File: config.mk
export PLATFORM = sky130hd
export DESIGN_NAME = battery_fuel_gauge
export DESIGN_NICKNAME = d
export VERILOG_FILES = /design/src/rtl/bfg_pkg.sv /design/src/rtl/bfg_div.sv /design/src/rtl/battery_fuel_gauge.sv
export SDC_FILE = /design/constraint.sdc
export NUM_CORES = 1
export LEC_CHECK = 0
export ABC_AREA = 1
export BUFFER_PORTS_ARGS = -buffer_cell sky130_fd_sc_hd__buf_2
export CORE_ASPECT_RATIO = 0.9
export CORE_UTILIZATION = 30
export DETAILED_ROUTE_END_ITERATION = 10
export SKIP_CTS_REPAIR_TIMING = 1
export SYNTH_ARGS = -nofsm -noshare
export SYNTH_HDL_FRONTEND = slang
export SYNTH_HIERARCHICAL = 1
export SYNTH_SLANG_ARGS = --single-unit
export TNS_END_PERCENT = 50
File: constraint.sdc
create_clock -name clk -period 6 [get_ports clk]
set_input_delay 0.6 -clock clk [delete_from_list [all_inputs] [get_ports clk]]
set_output_delay 0.6 -clock clk [all_outputs]
set_load 0.05 [all_outputs]
File: src/rtl/bfg_pkg.sv
// ---------------------------------------------------------------------------
// Battery fuel gauge package
// Payload types, register indexes, level table and shared widths.
// ---------------------------------------------------------------------------
`timescale 1ns / 1ps

package bfg_pkg;

    localparam int ADC_W      = 12;
    localparam int TIME_W     = 32;
    localparam int MV_W       = 16;
    localparam int PCT_W      = 7;
    localparam int FACTOR_W   = 24;
    localparam int DELTA_W    = 10;
    localparam int CFG_IDX_W  = 3;
    localparam int CFG_DATA_W = 32;
    localparam int PROD_W     = ADC_W + FACTOR_W;
    localparam int DIV_NUM_W  = 12;
    localparam int DIV_DEN_W  = 8;
    localparam int TABLE_LEN  = 8;
    localparam int TBL_IDX_W  = 3;

    localparam logic [FACTOR_W-1:0] FACTOR_RST   = 24'd105625;
    localparam logic [DELTA_W-1:0]  RISE_RST     = 10'd50;
    localparam logic [DELTA_W-1:0]  FALL_RST     = 10'd10;
    localparam logic [TIME_W-1:0]   INTERVAL_RST = 32'd5000;
    localparam logic [PCT_W-1:0]    LOW_PCT_RST  = 7'd10;

    // Level table, highest voltage first.
    localparam logic [MV_W-1:0] LVL_MV [TABLE_LEN] = '{
        16'd3780, 16'd3600, 16'd3400, 16'd3200,
        16'd3000, 16'd2800, 16'd2600, 16'd2550
    };
    localparam logic [PCT_W-1:0] LVL_PCT [TABLE_LEN] = '{
        7'd100, 7'd80, 7'd60, 7'd40, 7'd20, 7'd10, 7'd5, 7'd1
    };

    typedef enum logic [CFG_IDX_W-1:0] {
        REG_MV_PER_COUNT = 3'd0,
        REG_CHARGE_RISE  = 3'd1,
        REG_CHARGE_FALL  = 3'd2,
        REG_INTERVAL     = 3'd3,
        REG_LOW_LEVEL    = 3'd4
    } cfg_reg_t;

    typedef struct packed {
        logic [ADC_W-1:0]  adc_sample;
        logic [TIME_W-1:0] now_ms;
    } sample_t;

    typedef struct packed {
        logic [MV_W-1:0]  millivolts;
        logic [PCT_W-1:0] level_percent;
        logic             low_battery;
        logic             charging;
    } result_t;

    typedef struct packed {
        logic                 start;
        logic [DIV_NUM_W-1:0] num;
        logic [DIV_DEN_W-1:0] den;
    } div_req_t;

    typedef struct packed {
        logic                 done;
        logic [DIV_NUM_W-1:0] quo;
    } div_rsp_t;

endpackage

File: src/rtl/bfg_div.sv
// ---------------------------------------------------------------------------
// Bit-serial divider
// Restoring divide, one quotient bit per cycle, done pulse at the end.
// ---------------------------------------------------------------------------
`timescale 1ns / 1ps

module bfg_div (
    input  logic              clk,
    input  logic              rst_n,
    input  bfg_pkg::div_req_t req,
    output bfg_pkg::div_rsp_t rsp
);
    import bfg_pkg::*;

    localparam int CNT_W = $clog2(DIV_NUM_W);
    localparam logic [CNT_W-1:0] LAST_STEP = CNT_W'(DIV_NUM_W - 1);

    logic                 busy_reg, busy_next;
    logic                 done_reg, done_next;
    logic [CNT_W-1:0]     cnt_reg, cnt_next;
    logic [DIV_DEN_W-1:0] rem_reg, rem_next;
    logic [DIV_DEN_W-1:0] den_reg, den_next;
    logic [DIV_NUM_W-1:0] q_reg, q_next;

    logic [DIV_DEN_W:0]   trial;
    logic [DIV_DEN_W:0]   diff;
    logic                 fits;

    always_comb
    begin
        trial = {rem_reg, q_reg[DIV_NUM_W-1]};
        diff  = trial - {1'b0, den_reg};
        fits  = (trial >= {1'b0, den_reg});

        busy_next = busy_reg;
        done_next = 1'b0;
        cnt_next  = cnt_reg;
        rem_next  = rem_reg;
        den_next  = den_reg;
        q_next    = q_reg;

        if (req.start)
        begin
            busy_next = 1'b1;
            cnt_next  = '0;
            rem_next  = '0;
            den_next  = req.den;
            q_next    = req.num;
        end
        else if (busy_reg)
        begin
            // shift in the next numerator bit, subtract where it fits
            rem_next = fits ? diff[DIV_DEN_W-1:0] : trial[DIV_DEN_W-1:0];
            q_next   = {q_reg[DIV_NUM_W-2:0], fits};
            cnt_next = cnt_reg + 1'b1;
            if (cnt_reg == LAST_STEP)
            begin
                busy_next = 1'b0;
                done_next = 1'b1;
            end
        end
    end

    always_ff @(posedge clk or negedge rst_n)
    begin
        if (!rst_n)
        begin
            busy_reg <= 1'b0;
            done_reg <= 1'b0;
            cnt_reg  <= '0;
            rem_reg  <= '0;
            den_reg  <= '0;
            q_reg    <= '0;
        end
        else
        begin
            busy_reg <= busy_next;
            done_reg <= done_next;
            cnt_reg  <= cnt_next;
            rem_reg  <= rem_next;
            den_reg  <= den_next;
            q_reg    <= q_next;
        end
    end

    assign rsp.done = done_reg;
    assign rsp.quo  = q_reg;

endmodule

File: src/rtl/battery_fuel_gauge.sv
// A sample is accepted only in the idle state; sample_stall stays high while
// it runs through the 12-step bit-serial multiply and 12-step bit-serial
// divide, so a new sample cannot enter before the last one is through.
// The result register lets the next sample enter while a result waits.
// Reset: asynchronous, active low; registers return to their defaults and
// the charging state, reference and check time clear to zero.
// ---------------------------------------------------------------------------
// Battery fuel gauge
// Scales ADC samples to millivolts, maps them to a charge level and tracks
// charging against a periodically refreshed reference voltage.
// ---------------------------------------------------------------------------
`timescale 1ns / 1ps

module battery_fuel_gauge (
    input  logic                                clk,
    input  logic                                rst_n,
    input  logic                                sample_valid,
    output logic                                sample_stall,
    input  bfg_pkg::sample_t                    sample,
    output logic                                result_valid,
    input  logic                                result_stall,
    output bfg_pkg::result_t                    result,
    input  logic                                cfg_valid,
    output logic                                cfg_ready,
    input  logic [bfg_pkg::CFG_IDX_W-1:0]       cfg_index,
    input  logic [bfg_pkg::CFG_DATA_W-1:0]      cfg_data
);
    import bfg_pkg::*;

    localparam int STEP_W = $clog2(ADC_W);
    localparam logic [STEP_W-1:0] MUL_LAST = STEP_W'(ADC_W - 1);

    typedef enum logic [2:0] {
        ST_IDLE,
        ST_MUL,
        ST_SCALE,
        ST_SEG,
        ST_DIV,
        ST_FIN
    } state_t;

    state_t               state_reg, state_next;
    logic [STEP_W-1:0]    step_reg, step_next;
    sample_t              item_reg, item_next;
    logic [PROD_W-1:0]    prod_reg, prod_next;
    logic [MV_W-1:0]      mv_reg, mv_next;
    logic [PCT_W-1:0]     base_reg, base_next;
    logic                 result_valid_reg, result_valid_next;
    result_t              result_reg, result_next;

    logic [FACTOR_W-1:0]  factor_reg, factor_next;
    logic [DELTA_W-1:0]   rise_reg, rise_next;
    logic [DELTA_W-1:0]   fall_reg, fall_next;
    logic [TIME_W-1:0]    interval_reg, interval_next;
    logic [PCT_W-1:0]     low_pct_reg, low_pct_next;

    logic [MV_W-1:0]      ref_mv_reg, ref_mv_next;
    logic [TIME_W-1:0]    last_check_reg, last_check_next;
    logic                 charging_reg, charging_next;
    logic                 seen_first_reg, seen_first_next;

    div_req_t             div_req;
    div_rsp_t             div_rsp;

    logic [FACTOR_W:0]    mul_sum;
    logic [TBL_IDX_W-1:0] seg;
    logic [MV_W-1:0]      seg_off;
    logic [MV_W-1:0]      seg_span;
    logic [PCT_W-1:0]     seg_dpct;
    logic [DIV_NUM_W:0]   seg_num;
    logic                 seg_top;
    logic                 seg_bottom;
    logic [TIME_W-1:0]    elapsed;
    logic                 do_check;
    logic                 rise_hit;
    logic                 drop_hit;
    logic [PCT_W-1:0]     level;
    logic                 out_free;

    bfg_div u_div (
        .clk   (clk),
        .rst_n (rst_n),
        .req   (div_req),
        .rsp   (div_rsp)
    );

    always_comb
    begin
        // shift-add multiply step: multiplier bits leave at the bottom
        mul_sum = {1'b0, prod_reg[PROD_W-1:ADC_W]} + (prod_reg[0] ? {1'b0, factor_reg} : '0);

        seg_top    = (mv_reg >= LVL_MV[0]);
        seg_bottom = (mv_reg <= LVL_MV[TABLE_LEN-1]);
        seg        = TBL_IDX_W'(1);
        for (int k = TABLE_LEN - 1; k >= 1; k--)
        begin
            if (mv_reg >= LVL_MV[k])
            begin
                seg = TBL_IDX_W'(k);
            end
        end
        seg_off  = mv_reg - LVL_MV[seg];
        seg_span = LVL_MV[seg - 1'b1] - LVL_MV[seg];
        seg_dpct = LVL_PCT[seg - 1'b1] - LVL_PCT[seg];
        seg_num  = seg_off[DIV_DEN_W-1:0] * seg_dpct[4:0];

        elapsed  = item_reg.now_ms - last_check_reg;
        do_check = (elapsed > interval_reg);
        rise_hit = ({1'b0, mv_reg} > ({1'b0, ref_mv_reg} + {{(MV_W-DELTA_W+1){1'b0}}, rise_reg}));
        drop_hit = (({1'b0, mv_reg} + {{(MV_W-DELTA_W+1){1'b0}}, fall_reg}) < {1'b0, ref_mv_reg});
        level    = base_reg + div_rsp.quo[PCT_W-1:0];
        out_free = !result_valid_reg || !result_stall;

        state_next        = state_reg;
        step_next         = step_reg;
        item_next         = item_reg;
        prod_next         = prod_reg;
        mv_next           = mv_reg;
        base_next         = base_reg;
        result_valid_next = result_valid_reg;
        result_next       = result_reg;
        factor_next       = factor_reg;
        rise_next         = rise_reg;
        fall_next         = fall_reg;
        interval_next     = interval_reg;
        low_pct_next      = low_pct_reg;
        ref_mv_next       = ref_mv_reg;
        last_check_next   = last_check_reg;
        charging_next     = charging_reg;
        seen_first_next   = seen_first_reg;
        div_req.start     = 1'b0;
        div_req.num       = '0;
        div_req.den       = DIV_DEN_W'(1);

        if (result_valid_reg && !result_stall)
        begin
            result_valid_next = 1'b0;
        end

        if (cfg_valid)
        begin
            case (cfg_index)
                REG_MV_PER_COUNT: factor_next   = cfg_data[FACTOR_W-1:0];
                REG_CHARGE_RISE:  rise_next     = cfg_data[DELTA_W-1:0];
                REG_CHARGE_FALL:  fall_next     = cfg_data[DELTA_W-1:0];
                REG_INTERVAL:     interval_next = cfg_data[TIME_W-1:0];
                REG_LOW_LEVEL:    low_pct_next  = cfg_data[PCT_W-1:0];
                default:          ;
            endcase
        end

        case (state_reg)
            ST_IDLE:
            begin
                if (sample_valid)
                begin
                    item_next  = sample;
                    prod_next  = {{FACTOR_W{1'b0}}, sample.adc_sample};
                    step_next  = '0;
                    state_next = ST_MUL;
                end
            end
            ST_MUL:
            begin
                prod_next = {mul_sum, prod_reg[ADC_W-1:1]};
                step_next = step_reg + 1'b1;
                if (step_reg == MUL_LAST)
                begin
                    state_next = ST_SCALE;
                end
            end
            ST_SCALE:
            begin
                // drop the 16 fraction bits, saturate to 16 bits
                if (|prod_reg[PROD_W-1:MV_W+16])
                begin
                    mv_next = '1;
                end
                else
                begin
                    mv_next = prod_reg[MV_W+15:16];
                end
                state_next = ST_SEG;
            end
            ST_SEG:
            begin
                div_req.start = 1'b1;
                if (seg_top)
                begin
                    base_next = LVL_PCT[0];
                end
                else if (seg_bottom)
                begin
                    base_next = LVL_PCT[TABLE_LEN-1];
                end
                else
                begin
                    base_next   = LVL_PCT[seg];
                    div_req.num = seg_num[DIV_NUM_W-1:0];
                    div_req.den = seg_span[DIV_DEN_W-1:0];
                end
                state_next = ST_DIV;
            end
            ST_DIV:
            begin
                if (div_rsp.done)
                begin
                    state_next = ST_FIN;
                end
            end
            ST_FIN:
            begin
                if (out_free)
                begin
                    result_next.millivolts    = mv_reg;
                    result_next.level_percent = level;
                    result_next.low_battery   = (level <= low_pct_reg);
                    result_next.charging      = charging_reg;
                    if (do_check)
                    begin
                        if (rise_hit)
                        begin
                            charging_next            = 1'b1;
                            result_next.charging     = 1'b1;
                        end
                        else if (drop_hit)
                        begin
                            charging_next            = 1'b0;
                            result_next.charging     = 1'b0;
                        end
                        ref_mv_next     = mv_reg;
                        last_check_next = item_reg.now_ms;
                    end
                    if (!seen_first_reg)
                    begin
                        ref_mv_next     = mv_reg;
                        seen_first_next = 1'b1;
                    end
                    result_valid_next = 1'b1;
                    state_next        = ST_IDLE;
                end
            end
            default:
            begin
                state_next = ST_IDLE;
            end
        endcase
    end

    always_ff @(posedge clk or negedge rst_n)
    begin
        if (!rst_n)
        begin
            state_reg        <= ST_IDLE;
            step_reg         <= '0;
            item_reg         <= '0;
            prod_reg         <= '0;
            mv_reg           <= '0;
            base_reg         <= '0;
            result_valid_reg <= 1'b0;
            result_reg       <= '0;
            factor_reg       <= FACTOR_RST;
            rise_reg         <= RISE_RST;
            fall_reg         <= FALL_RST;
            interval_reg     <= INTERVAL_RST;
            low_pct_reg      <= LOW_PCT_RST;
            ref_mv_reg       <= '0;
            last_check_reg   <= '0;
            charging_reg     <= 1'b0;
            seen_first_reg   <= 1'b0;
        end
        else
        begin
            state_reg        <= state_next;
            step_reg         <= step_next;
            item_reg         <= item_next;
            prod_reg         <= prod_next;
            mv_reg           <= mv_next;
            base_reg         <= base_next;
            result_valid_reg <= result_valid_next;
            result_reg       <= result_next;
            factor_reg       <= factor_next;
            rise_reg         <= rise_next;
            fall_reg         <= fall_next;
            interval_reg     <= interval_next;
            low_pct_reg      <= low_pct_next;
            ref_mv_reg       <= ref_mv_next;
            last_check_reg   <= last_check_next;
            charging_reg     <= charging_next;
            seen_first_reg   <= seen_first_next;
        end
    end

    assign sample_stall = (state_reg != ST_IDLE);
    assign cfg_ready    = 1'b1;
    assign result_valid = result_valid_reg;
    assign result       = result_reg;

endmodule

; Word level (Yosys, flattened, before mapping)
; Memory sizes are Yosys's and may differ from the RTL's.
; Cells that the tools add are included.
[op_classes]
reduce_logical = 23
n_bitwise = 2
n_mux = 51
mul = 1
n_lt_le_gt_ge = 16
n_addsub = 12
eq_ne = 16
[ops]
columns = op, n
row1 = ">= comparator 16 x 12 -> 1 bit, second input constant", 8
row2 = one-hot mux 36 bit (2 select lines), 1
row3 = 2-to-1 mux 8 bit, 7
row4 = 2-to-1 mux 16 bit, 3
row5 = 2-to-1 mux 20 bit, 2
row6 = 2-to-1 mux 36 bit, 1
row7 = adder 16 x 10 -> 17 bit, 2
row8 = 2-to-1 mux 3 bit, 11
row9 = > comparator 32 bit, 1
row10 = subtractor 32 bit, 1
row11 = 2-to-1 mux 7 bit, 4
row12 = adder 24 x 24 -> 25 bit, 1
row13 = 2-to-1 mux 12 bit, 2
row14 = 2-to-1 mux 24 bit, 1
row15 = subtractor 8 bit, 3
row16 = 2-to-1 mux 21 bit, 1
row17 = one-hot mux 3 bit (6 select lines), 1
row18 = > comparator 16 x 17 -> 1 bit, 1
row19 = < comparator 17 x 16 -> 1 bit, 1
row20 = "<= comparator 16 x 12 -> 1 bit, second input constant", 1
row21 = AND reduction 2 bit, 8
row22 = "== test 3 x 2 -> 1 bit, second input constant", 4
row23 = multiplier 8 x 5 -> 12 bit, 1
row24 = 2-to-1 mux 4 bit, 3
row25 = other kinds (25), 52
[totals]
n_memories = 4
inputBits = 84
mem_bits_ro = 368
regBits = 290
wordCells = 150
[mem_list]
columns = memory, depth, width, read_ports, rd_clocked_by_memory_dff, wr, line_no
row1 = (name not given), 8, 16, 1, 0, 0, battery_fuel_gauge.sv:103  ; seg_span = LVL_MV[seg - 1'b1] - LVL_MV[seg];
row2 = (name not given), 8, 16, 1, 0, 0, battery_fuel_gauge.sv:103
row3 = (name not given), 8, 7, 1, 0, 0, battery_fuel_gauge.sv:198  ; base_next = LVL_PCT[seg];
row4 = (name not given), 8, 7, 1, 0, 0, battery_fuel_gauge.sv:104  ; seg_dpct = LVL_PCT[seg - 1'b1] - LVL_PCT[seg];

; Logic depth before layout (Yosys ltp)
[depth]
ltp_word = 19
depth_mapped = 41
mapped_depth_nobuf = 40

; Hierarchy
; Netlist, hierarchy kept.
[modules_own_cells]
columns = mod, cells_per_inst, n_inst, seq_area_each_um2, area_per_inst_um2
row1 = battery_fuel_gauge, 2361, 1, 6432.4, 18096.1
row2 = bfg_div, 254, 1, 850.8, 1981.9

; Worst setup path after synthesis
; No wires, ideal clock.
[synth_timing]
path_kind = register -> register
from = register mv_reg[12]
to = register u_div.q_reg[9]
t_arrival_ns = 5.981
n_path_buf = 0
stages_incl_launch_ff = 29
setup_slack_ns = -0.118
setup_time_ns = 0.137
required_ns = 5.863
path_cell_list = dfrtp_1 -> nor2_2 -> nand2_4 -> a21oi_1 -> nand2_1 -> inv_2 -> nor2_1 -> o21ai_0 -> ha_1 -> ha_1 -> inv_1 -> nand2_1 -> ha_1 -> fa_1 -> or2_2 -> fa_1 -> fa_1 -> fa_1 -> inv_1 -> ha_1 -> a21oi_1 -> o21ai_0 -> a21oi_1 -> nor2_1 -> o21ai_0 -> nand2_1 -> o21a_1 -> nand2_1 -> o221ai_1
[synth_rtl]
columns = element, line_no
row1 = "start, declared", battery_fuel_gauge.sv:46  ; logic [MV_W-1:0] mv_reg, mv_next;
row2 = "start signal, assigned", battery_fuel_gauge.sv:278  ; mv_reg <= mv_next;
row3 = "end signal, assigned", bfg_div.sv:82  ; q_reg <= q_next;
row4 = "end, declared", bfg_div.sv:23  ; logic [DIV_NUM_W-1:0] q_reg, q_next;

==> impl_metrics.yaml <==
run_status:
  run_status: "finished, violations left"
  violations: "design-rule violations"
routing:
  drt_iter0_markers: 1008
  wl_mm: 53.7
  avgViaCountPerCell: 4.68
  vias: 17318
  ant_nets: 0
  wl_per_cell_um: 14.5
  drt_pass1_iterations: 8
  drc_errors: 1
global_route:
  grt_pass1_wl_mm: 86.5
  grt-ovfl-total: 0
  grt_pass1_vias: 16362
  track_usage_pct: 15.9
  grt_max_degree: 141
  antenna_found_initial: 4
placed_design:
  io_buffers: 110
  gp_congestion: 0.872
  place_ws_ns: -0.0648
  hpwl_mm: 41.0
setup_path:
  path_delay_family: "adder cells"
  worstPathRequired_ns: 6.46
  end_kind: "flip-flop"
  crit_top_cell: "nand2_2"
  critical_path_class: "flip-flop to flip-flop"
  crit_path_top_delay_cell: "fa_1"
  cp_num_buf_inv: 6
  path_max_fanout: 5
  crit_path_start_kind: "flip-flop"
  slowest_delay_ns: 0.53
  cp.arrival_ns: 6.19
yosys:
  synthMuxAreaShare_pct: 0
  synth_top_family_by_area: "simple AND/OR/NAND/NOR gates"
  syn_area_per_cell_sq_um: 7.68
  synth_nets: 2926
  ys.flop_type: "dfrtp_1"
  synth_fa_ha_area_share_pct: 15.2
  synth_xor_area_share_pct: 3.61
  synth_seq_area_share_pct: 36.3
  async_flop_share_pct: 100
  syn_area_sq_mm: 0.0201
  yosysWarnings: 6
  yosysTopAreaCell: "dfrtp_1"
  synth_simple_gate_area_share_pct: 21.0
  synth_cell_types: 63
  synth_edf_count: 0
  synthCells: 2615
  synth_top_area_share_pct: 33.5
  synth_compound_area_share_pct: 14.8
  synth_area_leaders: "dfrtp_1 34%, ha_1 12%, nand2_1 12%, inv_1 7.2%, o21ai_0 6.4%"
  ys_ff_latch: 290
sta:
  setup_viol: 0
  worstMarginPinSlew_ns: 1.14
  hold_ws_ns: 0.0277
  finalHoldViolations: 0
  drv_slew: 0
  worst_slack_ns: 0.270
  fmax_mhz: 175
  skew_ns: 0.0263
  finalCritPeriodShare_pct: 95.5
  fin_crit_ns: 5.73
  relSlewSlack_pct: 23.7
  tns_ns: 0
clocking:
  clockBufferDepth: 3
  clkLatencyLatePin_ns: 0.56
  cts.clk_slew.worst_paths_ns: 0.06
  clock-sinks: 290
  cts-root-buf: "clkbuf_16"
  htreeDepth: 2
  cts_tree: "built"
  numCtsBuffers: 35
cells_and_area:
  layout-area-overhead-vs-synth_pct: 19.4
  largest_reg_flops: 36
  antenna_cells: 0
  seqCellArea_sq_mm: 0.00729
  final_layout_size_suffix_gt1_share_pct: 16.3
  nets: 3118
  multi_input_area_sq_mm: 0.0115
  n_fill_cell: 6893
die:
  core-area_sq_mm: 0.0658
  boundaryPins: 112
  rows: 89
  dieHeight_um: 247
  initial_utilization_pct: 30.5
  die_area_sq_mm: 0.0680
  die_w_um: 275
run:
  cap_violations: 0
worst_hold_path:
  worstHoldPathType: "input port to async pin"
[per-stage QoR]
stage | instances | instance area, sq um | utilization, %
3_5_place_dp | 3607 | 22100 | 33.6
5_1_grt | 3697 | 24000 | 36.4
2_1_floorplan | 2615 | 20100 | -
3_3_place_gp | 3607 | 22100 | 33.6
4_1_cts | 3670 | 23200 | 35.3
6_report | 3697 | 24000 | 36.4
[area by class of cell]
| type | instances | share of cell area, % |
|---|---|---|
| Inverter | 399 | 6.29 |
| Clock inverter | 14 | 0.846 |
| Sequential cell | 290 | 30.4 |
| Clock buffer | 49 | 4.00 |
| Tap cell | 864 | 4.51 |
| Timing Repair Buffer | 224 | 6.10 |
| Multi-Input combinational cell | 1857 | 47.8 |
[Yosys cell counts, drive strengths merged, types with 23 or more instances]
cell and instances:
nand2 649, inv 395, o21ai 308, dfrtp 269, ha 200, nor2 170
a21oi 157, nand3 109, xor2 57, clkbuf 46, nor3 28, fa 27
xnor2 25, buf 23
[path summary, 6_finish.rpt]
| check | startpoint | to | slack, ns | cells past startpoint |
|---|---|---|---|---|
| worst max-delay path | mv_reg[8]$_DFFE_PN0P_ | u_div/q_reg[10]$_DFFE_PN0P_ | 0.27 | 36 |
| worst min-delay path | rst_n | item_reg[23]$_DFFE_PN0P_ | 0.03 | 1 |
| worst max register to register | mv_reg[8]$_DFFE_PN0P_ | u_div/q_reg[10]$_DFFE_PN0P_ | 0.27 | 36 |
| worst min register to register | result[3]$_DFFE_PN0P_ | result[3]$_DFFE_PN0P_ | 0.46 | 2 |
| max in group asynchronous | rst_n | mv_reg[9]$_DFFE_PN0P_ | 4.60 | 2 |
| min in group clk | sample[31] | item_reg[31]$_DFFE_PN0P_ | 0.25 | 3 |
[cells in the final DEF, fill, tap and decap left out, types with 7 or more instances in the layout]
cell       instances
a21o_1             9
a21oi_1          147
a21oi_2            9
a31oi_1           11
buf_2            109
buf_4            104
buf_6              9
clkbuf_1          11
clkbuf_16         35
dfrtp_1          263
dfstp_2           21
fa_1              24
ha_1             185
ha_4              13
inv_1            365
inv_2             28
nand2_1          623
nand2_2           23
nand3_1           97
nand3_2            9
nand4_1           20
nor2_1           141
nor2_2            16
nor2_4            12
nor3_1            22
nor4_1             7
o21a_1             9
o21ai_0          249
o21ai_1           51
o21bai_1          12
o221ai_1           9
xnor2_1           22
xor2_1            55
[cells by family after synthesis]
kind of cell / after synthesis
flip-flops: 290
AO/OA/AOI/OAI: 545
buffers and inverters: 468
other: 1
AND/OR/NAND/NOR: 1002
XOR/XNOR: 82
adder cells (fa/ha/maj): 227
[layer usage]
metal / wire, um / vias to the layer above / track usage (%)
li1: - / 8876 / -
met1: 26200 / 8096 / 22.5
met2: 24100 / 267 / 25.3
met3: 2430 / 73 / 2.67
met4: 923 / 6 / 3.22
met5: 37 / - / 0
Power is not shown: default switching activity piles up to over one toggle a cycle in this logic, so the estimate is an artifact.
